## src/rtl/mppt_perturb_observe_top_defines.svh

```systemverilog
// assertion macros for the perturb and observe tracker
`ifndef MPPT_PERTURB_OBSERVE_TOP_DEFINES_SVH
`define MPPT_PERTURB_OBSERVE_TOP_DEFINES_SVH

// same-cycle implication, sampled on clk, off during rst
`define MPPT_ASSERT_NOW(lbl, ante, cons, msg) \
  lbl: assert property (@(posedge clk) disable iff (rst) (ante) |-> (cons)) else $error(msg);

// next-cycle implication, sampled on clk, off during rst
`define MPPT_ASSERT_NEXT(lbl, ante, cons, msg) \
  lbl: assert property (@(posedge clk) disable iff (rst) (ante) |=> (cons)) else $error(msg);

`endif

```

## src/rtl/mppt_po_pkg.sv

```systemverilog
// shared types and constants of the perturb and observe tracker
package mppt_po_pkg;

  localparam int MV_W        = 16;
  localparam int MA_W        = 16;
  localparam int PWR_W       = 32;
  localparam int IN_DATA_W   = 48;
  localparam int OUT_DATA_W  = 80;
  localparam int CFG_INDEX_W = 4;
  localparam int CFG_DATA_W  = 32;

  localparam logic [PWR_W-1:0] BIG_DELTA_UW = 32'd60000;

  localparam logic [CFG_INDEX_W-1:0] CFG_MAX_SET     = 4'd0;
  localparam logic [CFG_INDEX_W-1:0] CFG_POWER_RES   = 4'd1;
  localparam logic [CFG_INDEX_W-1:0] CFG_LARGE_STEP  = 4'd2;
  localparam logic [CFG_INDEX_W-1:0] CFG_SMALL_STEP  = 4'd3;

  localparam logic [MV_W-1:0]  MAX_SET_RST    = 16'd65535;
  localparam logic [PWR_W-1:0] POWER_RES_RST  = 32'd10000;
  localparam logic [MV_W-1:0]  LARGE_STEP_RST = 16'd200;
  localparam logic [MV_W-1:0]  SMALL_STEP_RST = 16'd10;

  typedef struct packed {
    logic [MV_W-1:0] sample_mv;
    logic [MA_W-1:0] sample_ma;
    logic [MV_W-1:0] floor_mv;
  } in_beat_t;

  typedef struct packed {
    logic [PWR_W-1:0] power;
    logic [PWR_W-1:0] prev_power;
    logic             v_up;
    logic [MV_W-1:0]  sample_mv;
    logic [MA_W-1:0]  sample_ma;
    logic [MV_W-1:0]  floor_mv;
  } pow_beat_t;

  typedef struct packed {
    logic [MV_W-1:0]  max_set_mv;
    logic [PWR_W-1:0] power_resolution_uw;
    logic [MV_W-1:0]  large_step_mv;
    logic [MV_W-1:0]  small_step_mv;
  } cfg_t;

  typedef struct packed {
    logic [MV_W-1:0]  set_point_mv;
    logic [PWR_W-1:0] peak_power_uw;
    logic [MV_W-1:0]  peak_mv;
    logic [MA_W-1:0]  peak_ma;
  } result_t;

endpackage

```

## src/rtl/mppt_po_power.sv

```systemverilog
// power stage: sample power, previous power and voltage direction
module mppt_po_power (
  input  logic                  clk,
  input  logic                  rst,
  input  logic                  in_valid,
  output logic                  in_ready,
  input  mppt_po_pkg::in_beat_t in_beat,
  output logic                  out_valid,
  input  logic                  out_ready,
  output mppt_po_pkg::pow_beat_t out_beat
);
  import mppt_po_pkg::*;

  logic [MV_W-1:0]  prev_mv;
  logic [PWR_W-1:0] prev_power;
  logic [PWR_W-1:0] power;
  logic             fire;

  assign power    = {16'd0, in_beat.sample_mv} * {16'd0, in_beat.sample_ma};
  assign in_ready = !out_valid || out_ready;
  assign fire     = in_valid && in_ready;

  always_ff @(posedge clk) begin
    if (rst) begin
      out_valid  <= 1'b0;
      prev_mv    <= '0;
      prev_power <= '0;
    end else begin
      if (in_ready) begin
        out_valid <= in_valid;
      end
      if (fire) begin
        prev_mv    <= in_beat.sample_mv;
        prev_power <= power;
      end
    end
  end

  always_ff @(posedge clk) begin
    if (fire) begin
      out_beat.power      <= power;
      out_beat.prev_power <= prev_power;
      out_beat.v_up       <= (in_beat.sample_mv >= prev_mv);
      out_beat.sample_mv  <= in_beat.sample_mv;
      out_beat.sample_ma  <= in_beat.sample_ma;
      out_beat.floor_mv   <= in_beat.floor_mv;
    end
  end

endmodule

```

## src/rtl/mppt_po_track.sv

```systemverilog
// tracking stage: step decision, set point clamp and peak record
`include "mppt_perturb_observe_top_defines.svh"

module mppt_po_track (
  input  logic                   clk,
  input  logic                   rst,
  input  mppt_po_pkg::cfg_t      cfg,
  input  logic                   in_valid,
  output logic                   in_ready,
  input  mppt_po_pkg::pow_beat_t in_beat,
  output logic                   out_valid,
  input  logic                   out_ready,
  output mppt_po_pkg::result_t   result
);
  import mppt_po_pkg::*;

  logic [MV_W-1:0]     set_point;
  logic [PWR_W-1:0]    peak_power;
  logic [MV_W-1:0]     peak_mv;
  logic [MA_W-1:0]     peak_ma;
  logic                fire;

  logic signed [33:0]  dp;
  logic signed [33:0]  res_s;
  logic signed [33:0]  big_s;
  logic                big;
  logic                rise;
  logic                drop;
  logic                move_up;
  logic [MV_W-1:0]     step;
  logic signed [17:0]  sp_step;
  logic signed [17:0]  sp_floor;
  logic [MV_W-1:0]     set_point_next;
  logic                peak_take;

  assign in_ready = !out_valid || out_ready;
  assign fire     = in_valid && in_ready;

  assign dp    = $signed({2'b00, in_beat.power}) - $signed({2'b00, in_beat.prev_power});
  assign res_s = $signed({2'b00, cfg.power_resolution_uw});
  assign big_s = $signed({2'b00, BIG_DELTA_UW});
  assign big   = (dp > big_s) || (dp < -big_s);
  assign rise  = dp > res_s;
  assign drop  = dp < -res_s;
  assign step  = big ? cfg.large_step_mv : cfg.small_step_mv;

  assign move_up = (rise && in_beat.v_up) || (drop && !in_beat.v_up);

  always_comb begin
    if (!rise && !drop) begin
      sp_step = $signed({2'b00, set_point});
    end else if (move_up) begin
      sp_step = $signed({2'b00, set_point}) + $signed({2'b00, step});
    end else begin
      sp_step = $signed({2'b00, set_point}) - $signed({2'b00, step});
    end
    if (sp_step < $signed({2'b00, in_beat.floor_mv})) begin
      sp_floor = $signed({2'b00, in_beat.floor_mv});
    end else begin
      sp_floor = sp_step;
    end
    if (sp_floor > $signed({2'b00, cfg.max_set_mv})) begin
      set_point_next = cfg.max_set_mv;
    end else begin
      set_point_next = sp_floor[MV_W-1:0];
    end
  end

  assign peak_take = !rise && !drop && (peak_power < in_beat.power);

  always_ff @(posedge clk) begin
    if (rst) begin
      out_valid  <= 1'b0;
      set_point  <= '0;
      peak_power <= '0;
      peak_mv    <= '0;
      peak_ma    <= '0;
    end else begin
      if (in_ready) begin
        out_valid <= in_valid;
      end
      if (fire) begin
        set_point <= set_point_next;
        if (peak_take) begin
          peak_power <= in_beat.power;
          peak_mv    <= in_beat.sample_mv;
          peak_ma    <= in_beat.sample_ma;
        end
      end
    end
  end

  assign result.set_point_mv  = set_point;
  assign result.peak_power_uw = peak_power;
  assign result.peak_mv       = peak_mv;
  assign result.peak_ma       = peak_ma;

  `MPPT_ASSERT_NEXT(a_peak_monotonic, fire, peak_power >= $past(peak_power), "peak power fell")
  `MPPT_ASSERT_NOW(a_peak_product, 1'b1, peak_power == 32'(peak_mv) * 32'(peak_ma),
    "peak power does not match its voltage and current")
  `MPPT_ASSERT_NEXT(a_hold_state, !fire,
    $stable(set_point) && $stable(peak_power) && $stable(peak_mv) && $stable(peak_ma),
    "tracker state moved without a beat")
  `MPPT_ASSERT_NEXT(a_result_valid, fire, out_valid, "no result after a tracked beat")

endmodule

```

## src/rtl/mppt_perturb_observe_top.sv

```systemverilog
// top level of the perturb and observe maximum power point tracker
//
// s_tdata carries one panel sample per beat (voltage, current, floor) and
// m_tdata returns one result per beat: the new voltage set point and the
// recorded peak power with its voltage and current.
// the cfg channel writes one register per beat by index; cfg_ready is always
// high and writes to unknown indexes are dropped. write registers only while
// no sample is in flight.
// a sample taken into the input register passes the power register, then the
// tracker register, before it shows on m_tdata.
// throughput: one sample per cycle while m_tready is high; the 16x16 multiply
// sits in its own stage and the set point and peak update in the last stage,
// so each sample sees the state left by the one before it.
// when m_tready is low the result holds, and up to two more samples are
// taken into the earlier stages before s_tready drops.
// rst (synchronous, active high) empties the pipeline, clears the previous
// sample, set point and peak record to zero and loads register defaults.
module mppt_perturb_observe_top (
  input  logic                                 clk,
  input  logic                                 rst,
  input  logic                                 s_tvalid,
  output logic                                 s_tready,
  // sample_mv[15:0], sample_ma[31:16], floor_mv[47:32]
  input  logic [mppt_po_pkg::IN_DATA_W-1:0]    s_tdata,
  output logic                                 m_tvalid,
  input  logic                                 m_tready,
  // set_point_mv[15:0], peak_power_uw[47:16], peak_mv[63:48], peak_ma[79:64]
  output logic [mppt_po_pkg::OUT_DATA_W-1:0]   m_tdata,
  input  logic                                 cfg_valid,
  output logic                                 cfg_ready,
  input  logic [mppt_po_pkg::CFG_INDEX_W-1:0]  cfg_index,
  input  logic [mppt_po_pkg::CFG_DATA_W-1:0]   cfg_data
);
  import mppt_po_pkg::*;

  cfg_t      cfg;
  logic      a_valid;
  logic      a_ready;
  in_beat_t  a_beat;
  logic      b_valid;
  logic      b_ready;
  pow_beat_t b_beat;
  result_t   result;

  assign cfg_ready = 1'b1;

  always_ff @(posedge clk) begin
    if (rst) begin
      cfg.max_set_mv          <= MAX_SET_RST;
      cfg.power_resolution_uw <= POWER_RES_RST;
      cfg.large_step_mv       <= LARGE_STEP_RST;
      cfg.small_step_mv       <= SMALL_STEP_RST;
    end else if (cfg_valid && cfg_ready) begin
      case (cfg_index)
        CFG_MAX_SET:    cfg.max_set_mv          <= cfg_data[MV_W-1:0];
        CFG_POWER_RES:  cfg.power_resolution_uw <= cfg_data[PWR_W-1:0];
        CFG_LARGE_STEP: cfg.large_step_mv       <= cfg_data[MV_W-1:0];
        CFG_SMALL_STEP: cfg.small_step_mv       <= cfg_data[MV_W-1:0];
        default: ;
      endcase
    end
  end

  // input register
  assign s_tready = !a_valid || a_ready;

  always_ff @(posedge clk) begin
    if (rst) begin
      a_valid <= 1'b0;
    end else if (s_tready) begin
      a_valid <= s_tvalid;
    end
  end

  always_ff @(posedge clk) begin
    if (s_tvalid && s_tready) begin
      a_beat.sample_mv <= s_tdata[15:0];
      a_beat.sample_ma <= s_tdata[31:16];
      a_beat.floor_mv  <= s_tdata[47:32];
    end
  end

  mppt_po_power u_power (
    .clk       (clk),
    .rst       (rst),
    .in_valid  (a_valid),
    .in_ready  (a_ready),
    .in_beat   (a_beat),
    .out_valid (b_valid),
    .out_ready (b_ready),
    .out_beat  (b_beat)
  );

  mppt_po_track u_track (
    .clk       (clk),
    .rst       (rst),
    .cfg       (cfg),
    .in_valid  (b_valid),
    .in_ready  (b_ready),
    .in_beat   (b_beat),
    .out_valid (m_tvalid),
    .out_ready (m_tready),
    .result    (result)
  );

  assign m_tdata[15:0]  = result.set_point_mv;
  assign m_tdata[47:16] = result.peak_power_uw;
  assign m_tdata[63:48] = result.peak_mv;
  assign m_tdata[79:64] = result.peak_ma;

endmodule
```

## config.mk

```make
export PLATFORM = sky130hd
export DESIGN_NAME = mppt_perturb_observe_top
export DESIGN_NICKNAME = d
export VERILOG_FILES = /design/src/rtl/mppt_po_pkg.sv /design/src/rtl/mppt_po_power.sv /design/src/rtl/mppt_po_track.sv /design/src/rtl/mppt_perturb_observe_top.sv
export VERILOG_INCLUDE_DIRS = /design/src /design/src/rtl
export SDC_FILE = /design/constraint.sdc
export NUM_CORES = 2
export LEC_CHECK = 0
export CAP_MARGIN = 20
export CORE_UTILIZATION = 60
export CTS_CLUSTER_DIAMETER = 80
export CTS_CLUSTER_SIZE = 8
export DETAILED_ROUTE_END_ITERATION = 8
export DONT_BUFFER_PORTS = 1
export GPL_ROUTABILITY_DRIVEN = 0
export MAX_ROUTING_LAYER = met4
export PLACE_DENSITY = 0.78
export SLEW_MARGIN = 20
export SYNTH_ARGS = -nofsm -noshare
export SYNTH_HDL_FRONTEND = slang
export SYNTH_HIERARCHICAL = 1
export SYNTH_SLANG_ARGS = --single-unit
```

## constraint.sdc

```tcl
create_clock -name clk -period 10.3 [get_ports clk]
set_input_delay 0.515 -clock clk [delete_from_list [all_inputs] [get_ports clk]]
set_output_delay 0.515 -clock clk [all_outputs]
set_load 0.02 [all_outputs]
```

==> results_tabular.tex <==
\begin{tabular}{lr}
\hline
Metric & Value \\
\hline
\multicolumn{2}{l}{\textbf{Timing}} \\
\quad Worst slew pin tran & around 1.1 ns \\
\quad Final Hold Violating Endpoints & 0 \\
\quad Post-route minimum period & $\sim$11 ns \\
\quad Final number of setup-violating endpoints & 16 \\
\quad Setup repair after global routing missed its margin & yes \\
\quad Fraction of the cycle the final worst path needs & 108\% \\
\quad Maximum clock skew at final layout & 0.0245 ns \\
\quad Crit path setup slack, layout & -0.793 ns \\
\quad Max-slew headroom & just under 30\% \\
\quad Setup TNS & -11.72 ns \\
\quad Number of max-slew violations in the final report & 0 \\
\quad Maximum frequency from static timing analysis & around 90 MHz \\
\multicolumn{2}{l}{\textbf{Floorplan}} \\
\quad Core region area & 50,300 sq um \\
\quad Standard-cell row count & 82 \\
\quad Boundary pin count & 172 \\
\quad Effective utilization at floorplan & between 60\% and 70\% \\
\quad Die height & 228 um \\
\quad X dimension of the die & between 200 and 250 um \\
\quad Die Footprint & 52,000 sq um \\
\multicolumn{2}{l}{\textbf{CTS}} \\
\quad H-tree level count & 2 \\
\quad Clock-pin transition on the worst setup and hold timing paths & about 0.050 ns \\
\quad Number of clock sinks seen by CTS & 372 \\
\quad CTS tree & yes \\
\quad Clock root buffer & clkbuf\_16 \\
\quad Clock latency of the later-clocked register in the worst-skew pair & 0.62 ns \\
\quad Number of buffers created by CTS & between 50 and 60 \\
\quad Number of buffers on the longest clock path & 3 \\
\multicolumn{2}{l}{\textbf{Drt}} \\
\quad Via count normalized by instance count & 6.18 \\
\quad Final ANT Viol Nets & 0 \\
\quad Detailed-routing iteration count for the pre-antenna-repair pass & 9 \\
\quad Detailed-route wire length per cell & $\sim$21 um \\
\quad Sum of routed wire length over all layers & 89.7 mm \\
\quad Drt first-iter violations & 2,647 \\
\quad Via count & 26,300 \\
\quad Number of design rule violations left after detail routing & 2 \\
\multicolumn{2}{l}{\textbf{Worst setup path}} \\
\quad Worst path most repeated cell & buf\_4 \\
\quad Critical Path Max Stage Delay & between 0.4 and 0.5 ns \\
\quad Crit path launch type & flip-flop \\
\quad Required time of the critical path & between 10 and 15 ns \\
\quad Slowest cell on crit path & or4\_4 \\
\quad Critical path peak fanout & 5 \\
\quad Crit end category & flip-flop \\
\quad CP Data Arrival Time & roughly 12 ns \\
\quad Classification of the worst setup path & flip-flop to flip-flop \\
\multicolumn{2}{l}{\textbf{Cells and area}} \\
\quad Share of the core filled with cells & 70.9\% \\
\quad Layout cell share with drive strength beyond 1 & a little over an eighth \\
\quad Most frequent cells in the layout & 404 x inv\_1, 301 x nand2\_1, 301 x ha\_1 \\
\quad Most common library cell in the layout ignoring fill and taps & inv\_1 \\
\quad Number of nets in the layout & 4,145 \\
\quad Synthesis-to-layout area growth & 16.3\% \\
\multicolumn{2}{l}{\textbf{Global route}} \\
\quad Via count of the first global-routing pass & about 27,000 \\
\quad Maximum number of pins on one net before global-route repair & between 200 and 250 \\
\quad Initial antenna violation count & 1 \\
\quad Global-route congestion overflow total & 0 \\
\quad Global-route wire length before repair & 140 mm \\
\quad Total routing resource utilization after global routing & 34.7\% \\
\multicolumn{2}{l}{\textbf{Synthesis}} \\
\quad Simple-Gate Fraction of Synth Area & about 17\% \\
\quad Share of flip-flops with an asynchronous set or reset & 0\% \\
\quad Post-synth EDFFs & 161 \\
\quad Mux cell area share after synthesis & 3.89\% \\
\quad Post-synth design cell area & approximately 31,000 sq um \\
\quad Sequential-to-total area share from yosys stat & 29.6\% \\
\quad Complex-gate fraction of the synthesized area & 13.9\% \\
\quad Warnings from Yosys & 6 \\
\quad Xor/xnor cell area share of the yosys netlist & between 2 and 3\% \\
\quad Portion of synthesized cell area occupied by the leading cell type & 15.8\% \\
\quad Number of cells produced by synthesis & 3,318 \\
\quad Cell variety after synth & 105 \\
\quad Dominant combinational cell family by area after synthesis & adder cells \\
\quad Adder-cell share of the synthesized area & 25.9\% \\
\quad Mean Syn Cell Area & 9.23 sq um \\
\quad Cell taking the most area after synthesis & edfxtp\_1 \\
\quad Post-Synthesis Net Count & 3,921 \\
\quad Yosys reg bits & 372 \\
\quad Most used flip-flop cell after synthesis & dfxtp\_1 \\
\quad Cell types with the largest area share after synthesis & edfxtp\_1 16\%, dfxtp\_1 14\%, ha\_1 13\% \\
\multicolumn{2}{l}{\textbf{Run status}} \\
\quad Outcome & finished, violations left \\
\quad Failing checks & design-rule violations, negative setup slack \\
\multicolumn{2}{l}{\textbf{Placement}} \\
\quad Detailed-placement wirelength estimate & slightly above 60 mm \\
\quad Post-placement setup slack & -0.792 ns \\
\quad IO Port Bufs & 0 \\
\multicolumn{2}{l}{\textbf{Flow run}} \\
\quad Max cap viols & 0 \\
\multicolumn{2}{l}{\textbf{Worst hold path}} \\
\quad Worst hold path class & primary input to flip-flop \\
\hline
\end{tabular}
[cells by family (layout without fill, tap and decap cells)]
group | count (synthesis) | in the layout
compound gates | 650 | 650
xor+xnor | 100 | 100
fa+ha+maj | 515 | 515
buf+inv | 561 | 817
flops | 372 | 372
mux | 117 | 117
other cells | 1 | 2
simple gates | 1002 | 1004
[routing by layer]
metal / part of all wire, % / global-route usage (%)
met2: 49 / 57.7
met3: 8.8 / 7.63
met4: 5.5 / 17.3
met5: 0 / -
met1: 37 / 39.5
[cell type report]
cell class              count  area (sq um)
diodes                      1          2.50
fillers                  3505         14600
repair buffers            320          2580
well taps                 672           841
clock buffers              83          1440
multi-input cells        2387         20100
flip-flops and latches    372          9060
clock inverters             6          96.3
inverters                 408          1540
[state kept, by name (all words and copies together) (netlist names)]
register and count:
u_power/out_beat 113, cfg 80, a_beat 48, u_power/prev_power 32, u_track/peak_power 32, u_power/prev_mv 16, u_track/peak_ma 16, u_track/peak_mv 16
u_track/set_point 16, a_valid 1, u_power/out_valid 1, u_track/out_valid 1
[worst max-delay path: cells and delay by family (launching register included)]
family,cells,cell delay [ns]
buffers and inverters,30,3.78
AOI/OAI and AO/OA,13,2.76
and+or+nand+nor,11,1.99
adders and majority gates,5,1.26
muxes,2,0.47
DFF,1,0.39
xor gates and xnor gates,2,0.30
[through the flow]
stage | cell area (sq um) | cells | hold slack, ns
after detailed placement | 32400 | 4027 | 0.405
after global placement | 32400 | 4026 | 0.405
after global routing | 35600 | 4249 | 0.0458
final | 35600 | 4249 | 0.0329
after CTS | 35300 | 4237 | 0.00135
after floorplan | 30800 | 3318 | 0.400
[path summary, 6_finish.rpt]
kind                              from              endpoint  slack [ns]  cells past startpoint
setup / recovery  u_power/out_beat[81]  u_track/set_point[2]       -0.79                     63
hold reg to reg              a_beat[9]   u_power/out_beat[9]        0.42                      0
hold / removal                s_tvalid               a_valid        0.03                      2
setup reg to reg  u_power/out_beat[81]  u_track/set_point[2]       -0.79                     63
[timing repair]
action                                 4_1_cts  5_1_grt
buffers inserted                            69       11
gates resized for setup                     61       47
setup endpoints to repair                   16       16
endpoints found under the hold margin       68        0
pin swaps                                   59       35
cloned                                       2        0
hold buffers                                51        0
[synthesized netlist by cell type, types with 11 or more instances]
master / number
o21a_1: 16
or3_1: 20
nand2b_1: 107
dfxtp_1: 211
o211ai_1: 12
ha_1: 317
nand4_1: 43
nor2_1: 145
fa_1: 197
xor2_1: 27
nand2_1: 306
nor3_1: 51
nand3_1: 97
a211oi_1: 18
clkbuf_1: 112
a21o_1: 95
inv_1: 407
a32o_1: 11
edfxtp_1: 161
nor4_1: 17
mux2i_1: 101
nor2b_1: 18
xnor2_1: 72
or2_2: 11
o21ai_0: 120
and2_1: 124
buf_2: 25
a21oi_1: 217
a31oi_1: 13
o21bai_1: 15
and3_1: 22
Power is not shown: default switching activity piles up to over one toggle a cycle in this logic, so the estimate is an artifact.
